$ cat src/msort_pkg.sv
// ----------------------------------------------------------------------------
// msort_pkg
// Shared types and defaults of the merge sort engine.
// ----------------------------------------------------------------------------
package msort_pkg;

   localparam int MAX_ITEMS_DEF  = 64;
   localparam int DATA_WIDTH_DEF = 32;

   // controls broadcast from the sequencer to every cell
   typedef struct packed {
      logic load;   // insert the broadcast value in order
      logic shift;  // move every entry one cell towards the output
   } cell_ctrl_type;

endpackage

$ cat src/msort_cell.sv
// ----------------------------------------------------------------------------
// msort_cell
// One slot of the ordered chain: holds an element and its valid flag.
// ----------------------------------------------------------------------------
module msort_cell #(
   parameter int DATA_WIDTH = msort_pkg::DATA_WIDTH_DEF
) (
   input  logic                    clock,
   input  logic                    reset,
   input  msort_pkg::cell_ctrl_type ctrl,
   input  logic [DATA_WIDTH-1:0]   new_value,
   input  logic [DATA_WIDTH-1:0]   left_value,
   input  logic                    left_valid,
   input  logic                    left_take,
   input  logic [DATA_WIDTH-1:0]   right_value,
   input  logic                    right_valid,
   output logic [DATA_WIDTH-1:0]   value,
   output logic                    valid,
   output logic                    take
);
   import msort_pkg::*;

   logic [DATA_WIDTH-1:0] value_ff, value_in;
   logic                  valid_ff, valid_in;

   // the new element belongs at or before this slot
   assign take = !valid_ff || ($signed(new_value) < $signed(value_ff));

   always_comb begin
      value_in = value_ff;
      valid_in = valid_ff;
      if (ctrl.shift) begin
         value_in = right_value;
         valid_in = right_valid;
      end else if (ctrl.load && take) begin
         // left neighbour also takes: its old entry moves in here
         if (left_take) begin
            value_in = left_value;
            valid_in = left_valid;
         end else begin
            value_in = new_value;
            valid_in = 1'b1;
         end
      end
   end

   always_ff @(posedge clock) begin
      value_ff <= value_in;
      if (reset) begin
         valid_ff <= 1'b0;
      end else begin
         valid_ff <= valid_in;
      end
   end

   assign value = value_ff;
   assign valid = valid_ff;

endmodule

$ cat config.mk
export PLATFORM = sky130hd
export DESIGN_NAME = msort_cell
export DESIGN_NICKNAME = d
export VERILOG_FILES = /design/src/msort_pkg.sv /design/src/msort_cell.sv
export SDC_FILE = /design/constraint.sdc
export NUM_CORES = 1
export LEC_CHECK = 0
export CORE_AREA = 2 2 103 105
export DETAILED_ROUTE_END_ITERATION = 10
export DIE_AREA = 0 0 105 107
export DONT_BUFFER_PORTS = 1
export PLACE_DENSITY = 0.38
export SKIP_CTS_REPAIR_TIMING = 1
export SLEW_MARGIN = 20
export SYNTH_ARGS = -nofsm -noshare
export SYNTH_HDL_FRONTEND = slang
export SYNTH_SLANG_ARGS = --single-unit
$ cat constraint.sdc
create_clock -name clock -period 5.04 [get_ports clock]
set_input_delay 1.008 -clock clock [delete_from_list [all_inputs] [get_ports clock]]
set_output_delay 1.008 -clock clock [all_outputs]
set_load 0.005 [all_outputs]
Word level (Yosys, flattened, before mapping)
Cells that the tools add are included.
- register bits after elaboration: 33
- input bits: 103
- output and inout bits: 34
- word-level logic and storage cells: 13
- order comparisons: 1
- multiplexer cells: 6
- reduce and logical (&&, ||, !) cells: 4
- operators with widths (operator ; count):
    $mux 32 ; 3
    $lt 32x32->1 ; 1
    $mux 1 ; 3
    $reduce_bool 2->1 ; 1
    $logic_and 1x1->1 ; 1
    $logic_not 1->1 ; 1
    $logic_or 1x1->1 ; 1

Longest topological paths before layout
Gate-level depths: netlist (run 1).
- depth in word-level cells: 5
- depth in mapped cells: 8
- mapped depth without buffers: 8

Worst setup path after synthesis (run 1)
OpenSTA, ideal clock, no wires.
- path type: input to output
- start point: in new_value[19]
- end point: out take
- arrival time: 2.765 ns
- required time: 4.032 ns
- setup slack: 1.267 ns
- cell stages on the path: 7
- cell sequence: ha_1 > and2_4 > a221o_1 > a22oi_1 > o211ai_1 > or4b_4 > and2_2
- cells in the longest elaborated chain, start to end: 2
- RTL lines (what ; RTL line ; RTL):
    start: declaration ; msort_cell.sv:11 ; input logic [DATA_WIDTH-1:0] new_value,
    $lt 32x32->1 ; msort_cell.sv:27 ; assign take = !valid_ff || ($signed(new_value) < $signed(value_ff));
    $logic_or 1x1->1 ; msort_cell.sv:27 ;
    end: declaration ; msort_cell.sv:19 ; output logic take
Every way passes these cells.

Worst setup path in the final report (run 1)
- start point: in new_value[31]
- end point: out take
Same word-level chain as after synthesis.

==> impl_metrics.tcl, run 1 <==
set metrics [dict create \
    cts.sinks 33 \
    final.period_utilization_pct 77.9 \
    tightest_slew_ps 919 \
    whs_ps 661 \
    cts_htree_levels 2 \
    yosysTopAreaCell "edfxtp_1" \
    avgViaCountPerCell 4.58 \
    layout.nets 390 \
    slew_viol_final 0 \
    grt_max_degree 68 \
    leakagePower_nw 1.19 \
    r2r_end "value[6]$_DFFE_PP_" \
    detail-route-antenna-nets 0 \
    io_pins 137 \
    drv_cap 0 \
    start_kind "input port" \
    criticalPathCategory "in -> out" \
    cts_buffer_depth 2 \
    io_buffer_count 0 \
    dr_total_vias 1794 \
    yosysWarnings 0 \
    die_y_um 107 \
    drt_iter0_markers 76 \
    wl_per_cell_um 16.3 \
    remaining_drc_errors 0 \
    synth_seq_cells 33 \
    tns_ps 0 \
    peakVddDrop_v 0.0000860 \
    crit_fanout 4 \
    ys_seq_area_share_pct 39.7 \
    powerDensity_nw_per_um2 261 \
    syn_inst 260 \
    r2r-start "value[31]$_DFFE_PP_" \
    crit_required_ps 4030 \
    ys_top_cells_by_count "nand2_1, o21ai_0, inv_1, edfxtp_1, mux2i_1" \
    endpoint "take" \
    hold_viol 0 \
    synth_area_leaders "edfxtp_1, ha_1, mux2i_1, o21ai_0, nand2_1" \
    grt-ovfl-total 0 \
    syn_nets 394 \
    fin_worst_skew_ps 8.19 \
    grt_pass1_vias 1710 \
    routed_wl_um 6380 \
    end_kind "primary output" \
    nFillCells 1143 \
    drt_pass1_iterations 4 \
    drive_above_1_share_pct 3.52 \
    area_growth_pct 8.31 \
    worst_r2r_path_depth 8 \
    clock_latency_ps 280 \
    core_um2 10100 \
    initial_core_util_pct 24.5 \
    avgSynthCellArea_um2 9.50 \
    place_congestion 0.681 \
    synthFlopType "edfxtp_1" \
    fmax_mhz 255 \
    synth_most_common_cell "nand2_1" \
    reg2reg_setup_slack_ps 1730 \
    cts-root-buf "clkbuf_8" \
    dieWidth_um 105 \
    cts_inserted_buffers 5 \
    synth_cell_type_count 34 \
    maxSlewHeadroom_pct 38.7 \
    cts_tree "built" \
    hold_depth 2 \
    grt_pass1_wl_um 9570 \
    dp_hpwl_um 4990 \
    outcome "completed" \
    synth_top_area_share_pct 38.9 \
    antenna_found_initial 0 \
    async_flop_share_pct 0 \
    grtUsageTotal_pct 11.2 \
    finalSetupViolCount 0 \
    synth_area_um2 2470 \
    arrival_ps 2920 \
    worstSetupStartpoint "new_value[31]" \
    rsz0062_at_grt "no" \
    rows 37 \
    die-area_um2 11200 \
    clkTransAtPathRegs_ps 70 \
    period_needed_ps 3930 \
    synth_edf_count 32 \
    num_antenna_cells 0 \
    hold_path_class "reg -> reg" \
]
worst min-delay path by stage:
stage,from,to,slack (ps)
4_1_cts,valid$_SDFFE_PP0P_,valid$_SDFFE_PP0P_,660
3_3_place_gp,valid$_SDFFE_PP0P_,valid$_SDFFE_PP0P_,650
2_1_floorplan,valid$_SDFFE_PP0P_,valid$_SDFFE_PP0P_,560
3_5_place_dp,valid$_SDFFE_PP0P_,valid$_SDFFE_PP0P_,650
5_1_grt,valid$_SDFFE_PP0P_,valid$_SDFFE_PP0P_,680
6_report,valid$_SDFFE_PP0P_,valid$_SDFFE_PP0P_,660
per-stage QoR:
stage / cells / power (W) / setup slack (ps) / util, % / instance area, um^2
floorplan: 260 / 0.000484 / 1270 / - / 2470
global placement: 385 / 0.000512 / 1110 / 25.8 / 2600
detailed placement: 385 / 0.000513 / 1060 / 25.8 / 2600
CTS: 392 / 0.000716 / 1080 / 26.5 / 2680
global route: 392 / 0.000751 / 1010 / 26.5 / 2680
finish: 392 / 0.000698 / 1110 / 26.5 / 2680
final cells by class:
class	count	area, um^2	area share, %
flip-flops and latches	33	981	36.7
clock inverters	1	3.75	0.140
multi-input cells	183	1320	49.5
well taps	136	170	6.36
clock buffers	6	72.6	2.71
inverters	33	124	4.63
worst max-delay path, cell delays in order:
cell and delay [ps]:
ha_1 350, nand4_1 220, nor4_1 560, nand3_1 150, o22ai_1 250, o211ai_1 150
and2_2 220
flip-flops by register name, indices dropped and copies added, names as in the netlist:
signal  cells
valid       1
value      32
per-layer routing:
layer / routed length [um] / vias up / global-route usage, % / part of all wire [%]
met4: 46 / 0 / 3.43 / 0.72
met5: 0 / - / 0 / 0
met1: 2890 / 794 / 14.3 / 45
met3: 562 / 2 / 5.05 / 8.8
met2: 2880 / 81 / 17.0 / 45
li1: - / 917 / - / -
logic make-up (layout without fill, tap and decap cells):
family	count (synthesis)	in the layout	synth area share (%)
muxes	32	32	13.0
buffers and inverters	44	40	6.69
AOI/OAI and AO/OA	61	61	14.2
DFF	33	33	39.7
adders and majority gates	31	31	15.7
and+or+nand+nor	59	59	10.7
cell usage in the layout (no fill, tap or decap), types with 2 or more instances in the layout:
| cell | count |
|---|---|
| edfxtp_1 | 32 |
| nand3_1 | 2 |
| a21o_1 | 3 |
| inv_1 | 33 |
| nand2_1 | 41 |
| clkbuf_8 | 5 |
| o211ai_1 | 2 |
| ha_1 | 31 |
| nand4_1 | 4 |
| o21ai_0 | 35 |
| nor2_1 | 4 |
| a21oi_1 | 10 |
| mux2i_1 | 32 |
where the power goes:
group | total, W | switching (W) | internal (W)
Combinational | 0.000136 | 0.0000718 | 0.0000643
Sequential | 0.000365 | 0.0000246 | 0.000340
Clock | 0.000197 | 0.000103 | 0.0000934
Total | 0.000698 | 0.000200 | 0.000498
Note: power is estimated with default switching activity, not from simulation.
==> inputs of run 2 (changes only) <==
==> constraint.sdc (replaced) <==
create_clock -name clock -period 3.7 [get_ports clock]
set_input_delay 0.74 -clock clock [delete_from_list [all_inputs] [get_ports clock]]
set_output_delay 0.74 -clock clock [all_outputs]
set_load 0.005 [all_outputs]
==> run 2 against run 1 <==
Effect of this change:
- hold slack got worse by 21 ps
- first-iteration DRC count decreased by 16%
- largest cell class unchanged
- cell count increased by 0.26%
- die area unchanged
- critical path type is now reg -> out
==> impl_metrics.tcl, run 2 (synthesis gave the netlist of run 1 again) <==
set metrics [dict create \
    outcome "completed" \
    final.period_utilization_pct 91.2 \
    grt-ovfl-total 0 \
    dr_wl_met3_um 610 \
    layout_common_cells "nand2_1, o21ai_0, inv_1" \
    grt_max_degree 68 \
    tightest_slew_ps 890 \
    crit_fanout 3 \
    cts_htree_levels 2 \
    fmax_mhz 296 \
    pwr-share-clk_pct 29.5 \
    cts_inserted_buffers 5 \
    end_kind "primary output" \
    powerDensity_nw_per_um2 361 \
    fin_worst_skew_ps 5.26 \
    core_um2 10100 \
    pre_cts_ws_ps 275 \
    reg2reg_setup_slack_ps 620 \
    avgViaCountPerCell 4.61 \
    crit_required_ps 2960 \
    area_growth_pct 8.87 \
    slowest_stage "or4b_4" \
    p_switching_w 0.000269 \
    dp_hpwl_um 5020 \
    place_congestion 0.673 \
    drive_above_1_share_pct 3.89 \
    maxSlewHeadroom_pct 40.6 \
    grt_pass1_vias 1811 \
    cpPeakStageDelay_ps 540 \
    crit_chain "inv_1 -> ha_1 -> and2_4 -> a221o_1 -> a22oi_1 -> o211ai_1 -> or4b_4 -> and2_2" \
    rows 37 \
    drv_cap 0 \
    clock_latency_ps 280 \
    seqCellArea_um2 981 \
    hold_viol 0 \
    tns_ps 0 \
    antenna_found_initial 0 \
    cts.sinks 33 \
    multi_input_area_um2 1320 \
    drt_iter0_markers 64 \
    slew_viol_final 0 \
    cts_tree "built" \
    whs_ps 640 \
    r2r_end "value[27]$_DFFE_PP_" \
    utilization_pct 26.6 \
    num_antenna_cells 0 \
    layout.nets 390 \
    peakVddDrop_v 0.000113 \
    min_from "valid$_SDFFE_PP0P_" \
    period_needed_ps 3370 \
    criticalPathCategory "reg -> out" \
    power_w 0.000972 \
    die_y_um 107 \
    cts-root-buf "clkbuf_8" \
    combinationalPowerShare_pct 19.3 \
    final_common_cell "nand2_1" \
    detail-route-antenna-nets 0 \
    hold_path_class "reg -> reg" \
    arrival_ps 2630 \
    nFillCells 1139 \
    drt_pass1_iterations 4 \
    internal_power_w 0.000703 \
    dieWidth_um 105 \
    wl_per_cell_um 16.2 \
    start_kind "flop" \
    seqPwrFrac_pct 51.2 \
    highest_layer "met4" \
    io_buffer_count 0 \
    remaining_drc_errors 0 \
    clkTransAtPathRegs_ps 70 \
    setup_ws_ps 325 \
    grt_pass1_wl_um 9870 \
    dr_total_vias 1813 \
    rsz0062_at_grt "no" \
    io_pins 137 \
    wl_met1_um 2810 \
    largest_reg_flops 32 \
    hold_end "valid$_SDFFE_PP0P_" \
    worst_r2r_path_depth 8 \
    hold_depth 2 \
    route.met2.wl_um 2900 \
    initial_core_util_pct 24.5 \
    swShare_pct 27.6 \
    cts_buffer_depth 2 \
    grtUsageTotal_pct 11.4 \
    leakagePower_nw 1.20 \
    r2r-start "value[31]$_DFFE_PP_" \
    routed_wl_um 6380 \
    die-area_um2 11200 \
    finalSetupViolCount 0 \
]
run 2: per-stage QoR:
| stage | cell area, um^2 | std cells |
|---|---|---|
| 2_1_floorplan | 2470 | 260 |
| 3_3_place_gp | 2600 | 385 |
| 3_5_place_dp | 2600 | 385 |
| 4_1_cts | 2690 | 393 |
| 5_1_grt | 2690 | 393 |
| 6_report | 2690 | 393 |
run 2: worst max-delay path, delay by kind of cell (launching register included):
kind | cells | cell delay, ps
adders and majority gates | 1 | 310
and+or+nand+nor | 3 | 940
buffers and inverters | 1 | 60
DFF | 1 | 390
AOI/OAI and AO/OA | 3 | 650
run 2: how the worst max path moves through the flow:
stage	startpoint	endpoint	slack [ps]	cells after the start
floorplan	new_value[31]	value[0]$_DFFE_PP_	440	7
global placement	new_value[7]	take	300	7
detailed placement	new_value[31]	value[12]$_DFFE_PP_	280	7
CTS	value[7]$_DFFE_PP_	take	270	8
global route	value[19]$_DFFE_PP_	take	170	8
finish	value[19]$_DFFE_PP_	take	330	8
run 2: layer usage:
metal | vias to the layer above | GRT usage, %
met5 | - | 0
met1 | 806 | 14.7
li1 | 916 | -
met4 | 0 | 3.43
met2 | 87 | 17.7
met3 | 4 | 4.56
run 2: power groups by stage:
stage | clock network (W) | logic, W | registers [W]
global route | 0.000318 | 0.000226 | 0.000504
floorplan | 0 | 0.000165 | 0.000494
CTS | 0.000305 | 0.000193 | 0.000500
detailed placement | 0 | 0.000191 | 0.000508
global placement | 0 | 0.000191 | 0.000508
finish | 0.000287 | 0.000187 | 0.000498
run 2: final cells by class:
class | instances | area share, %
Clock buffer | 8 | 3.35
Inverter | 33 | 4.61
Sequential cell | 33 | 36.5
Multi-Input combinational cell | 183 | 49.2
Tap cell | 136 | 6.33
==> inputs of run 3 (changes only) <==
--- a/config.mk
+++ b/config.mk
@@ -5,11 +5,12 @@
 export SDC_FILE = /design/constraint.sdc
 export NUM_CORES = 1
 export LEC_CHECK = 0
-export CORE_AREA = 2 2 103 105
+export CORE_AREA = 2 2 94 96
 export DETAILED_ROUTE_END_ITERATION = 10
-export DIE_AREA = 0 0 105 107
+export DIE_AREA = 0 0 96 98
 export DONT_BUFFER_PORTS = 1
-export PLACE_DENSITY = 0.38
+export GPL_ROUTABILITY_DRIVEN = 0
+export PLACE_DENSITY = 0.43
 export SKIP_CTS_REPAIR_TIMING = 1
 export SLEW_MARGIN = 20
 export SYNTH_ARGS = -nofsm -noshare
==> run 3 against run 2 <==
Effect of this change:
- cell count down 6.9%
- first-iteration DRC count up 4.7%
- global-route usage up 0.97 points
- final area down 1.3%
- non-clock buffer count up 1
- sequential power about the same
- largest power group unchanged
- highest routed layer unchanged
==> impl_metrics.tcl, run 3 (synthesis gave the netlist of run 1 again) <==
set metrics [dict create \
    rows 34 \
    seqPwrFrac_pct 52.6 \
    nFillCells 905 \
    fin_worst_skew_ps 9.37 \
    grt_pass1_vias 1775 \
    dr_total_vias 1791 \
    cpPeakStageDelay_ps 500 \
    final.period_utilization_pct 91.4 \
    hold_path_class "in -> reg" \
    cts-root-buf "clkbuf_8" \
    final_cells 366 \
    slew_viol_final 0 \
    largest_reg_flops 32 \
    fmax_mhz 296 \
    combinationalPowerShare_pct 19.5 \
    start_kind "flop" \
    worstSetupStartpoint "value[7]$_DFFE_PP_" \
    swShare_pct 28.4 \
    outcome "completed" \
    num_antenna_cells 0 \
    arrival_ps 2640 \
    die_y_um 98 \
    criticalPathCategory "reg -> out" \
    rsz0062_at_grt "no" \
    end_kind "primary output" \
    drive_above_1_share_pct 4.26 \
    layout_common_cells "nand2_1, o21ai_0, inv_1" \
    drt_iter0_markers 67 \
    leakagePower_nw 1.20 \
    hold_viol 0 \
    crit_chain "inv_1 -> ha_1 -> and3_1 -> a221oi_1 -> o31a_1 -> o22ai_1 -> or4b_4 -> and2_2" \
    antenna_found_initial 0 \
    placed_area_um2 2570 \
    finalSetupViolCount 0 \
    clkTransAtPathRegs_ps 80 \
    area_growth_pct 7.40 \
    drv_cap 0 \
    cts_inserted_buffers 5 \
    wl_per_cell_um 16.3 \
    path_buf_inv 1 \
    maxSlewHeadroom_pct 38.9 \
    multi_input_area_um2 1320 \
    io_buffer_count 0 \
    cts_htree_levels 2 \
    final_common_cell "nand2_1" \
    cts_buffer_depth 2 \
    io_pins 137 \
    tightest_slew_ps 917 \
    dieWidth_um 96 \
    internal_power_w 0.000678 \
    grtUsageTotal_pct 12.4 \
    slowest_stage "or4b_4" \
    detail-route-antenna-nets 0 \
    pwr-share-clk_pct 28.0 \
    min_from "right_value[8]" \
    powerDensity_nw_per_um2 357 \
    power_w 0.000947 \
    avgViaCountPerCell 4.89 \
    drt_pass1_iterations 4 \
    r2r-start "value[7]$_DFFE_PP_" \
    cts.sinks 33 \
    tns_ps 0 \
    crit_fanout 3 \
    dp_hpwl_um 4670 \
    period_needed_ps 3380 \
    core_um2 8470 \
    clock_latency_ps 290 \
    grt_max_degree 68 \
    die-area_um2 9410 \
    grt-ovfl-total 0 \
    remaining_drc_errors 0 \
    routed_wl_um 5980 \
    initial_core_util_pct 29.2 \
    final_area_um2 2650 \
    placed_cells 358 \
    layout.nets 391 \
    grt_pass1_wl_um 8890 \
    cp_top_family "simple AND/OR/NAND/NOR gates" \
    crit_required_ps 2960 \
    peakVddDrop_v 0.000121 \
    p_switching_w 0.000269 \
    reg2reg_setup_slack_ps 630 \
    cts_tree "built" \
    seqCellArea_um2 981 \
]
[run 3: cell types whose count changed in the layout (fill, tap and decap cells not counted), sizes merged]
cell	before	now
buf	0	1
clkbuf	8	5
clkinv	0	3
[run 3: worst register-to-register path, delay by kind of cell (launching register included)]
kind	cells	cell delay [ps]
compound gates	5	1750
fa+ha+maj	1	230
buf+inv	1	80
flops	1	420
simple gates	1	200
[run 3: area by class of cell]
class / count / share of cell area [%]
Clock buffer: 5 / 2.59
Clock inverter: 3 / 0.472
Inverter: 33 / 4.67
Multi-Input combinational cell: 183 / 49.9
Sequential cell: 33 / 37.0
Tap cell: 108 / 5.09
Timing Repair Buffer: 1 / 0.283
[run 3: routing by layer]
metal / GRT usage (%) / vias to the layer above / wire length (um)
li1: - / 918 / -
met1: 14.9 / 791 / 2510
met2: 20.7 / 78 / 2890
met3: 3.94 / 4 / 522
met4: 4.29 / 0 / 63
met5: 0 / - / 0
[run 3: power groups by stage]
stage / clock network [W] / logic, W / registers, W
2_1_floorplan: 0 / 0.000165 / 0.000494
3_3_place_gp: 0 / 0.000187 / 0.000508
3_5_place_dp: 0 / 0.000190 / 0.000508
4_1_cts: 0.000279 / 0.000191 / 0.000499
5_1_grt: 0.000300 / 0.000221 / 0.000504
6_report: 0.000265 / 0.000185 / 0.000498
[run 3: per-stage QoR]
step / setup WS, ps / hold slack (ps) / utilization, %
2_1_floorplan: 437 / 561 / -
3_3_place_gp: 310 / 634 / 30.4
3_5_place_dp: 248 / 636 / 30.4
4_1_cts: 276 / 636 / 31.3
5_1_grt: 151 / 651 / 31.3
6_report: 320 / 643 / 31.3
[run 3: worst paths after layout]
kind,cells after the start,to
setup / recovery,8,take
setup reg to reg,8,value[16]$_DFFE_PP_
hold reg to reg,2,valid$_SDFFE_PP0P_
hold / removal,2,value[8]$_DFFE_PP_
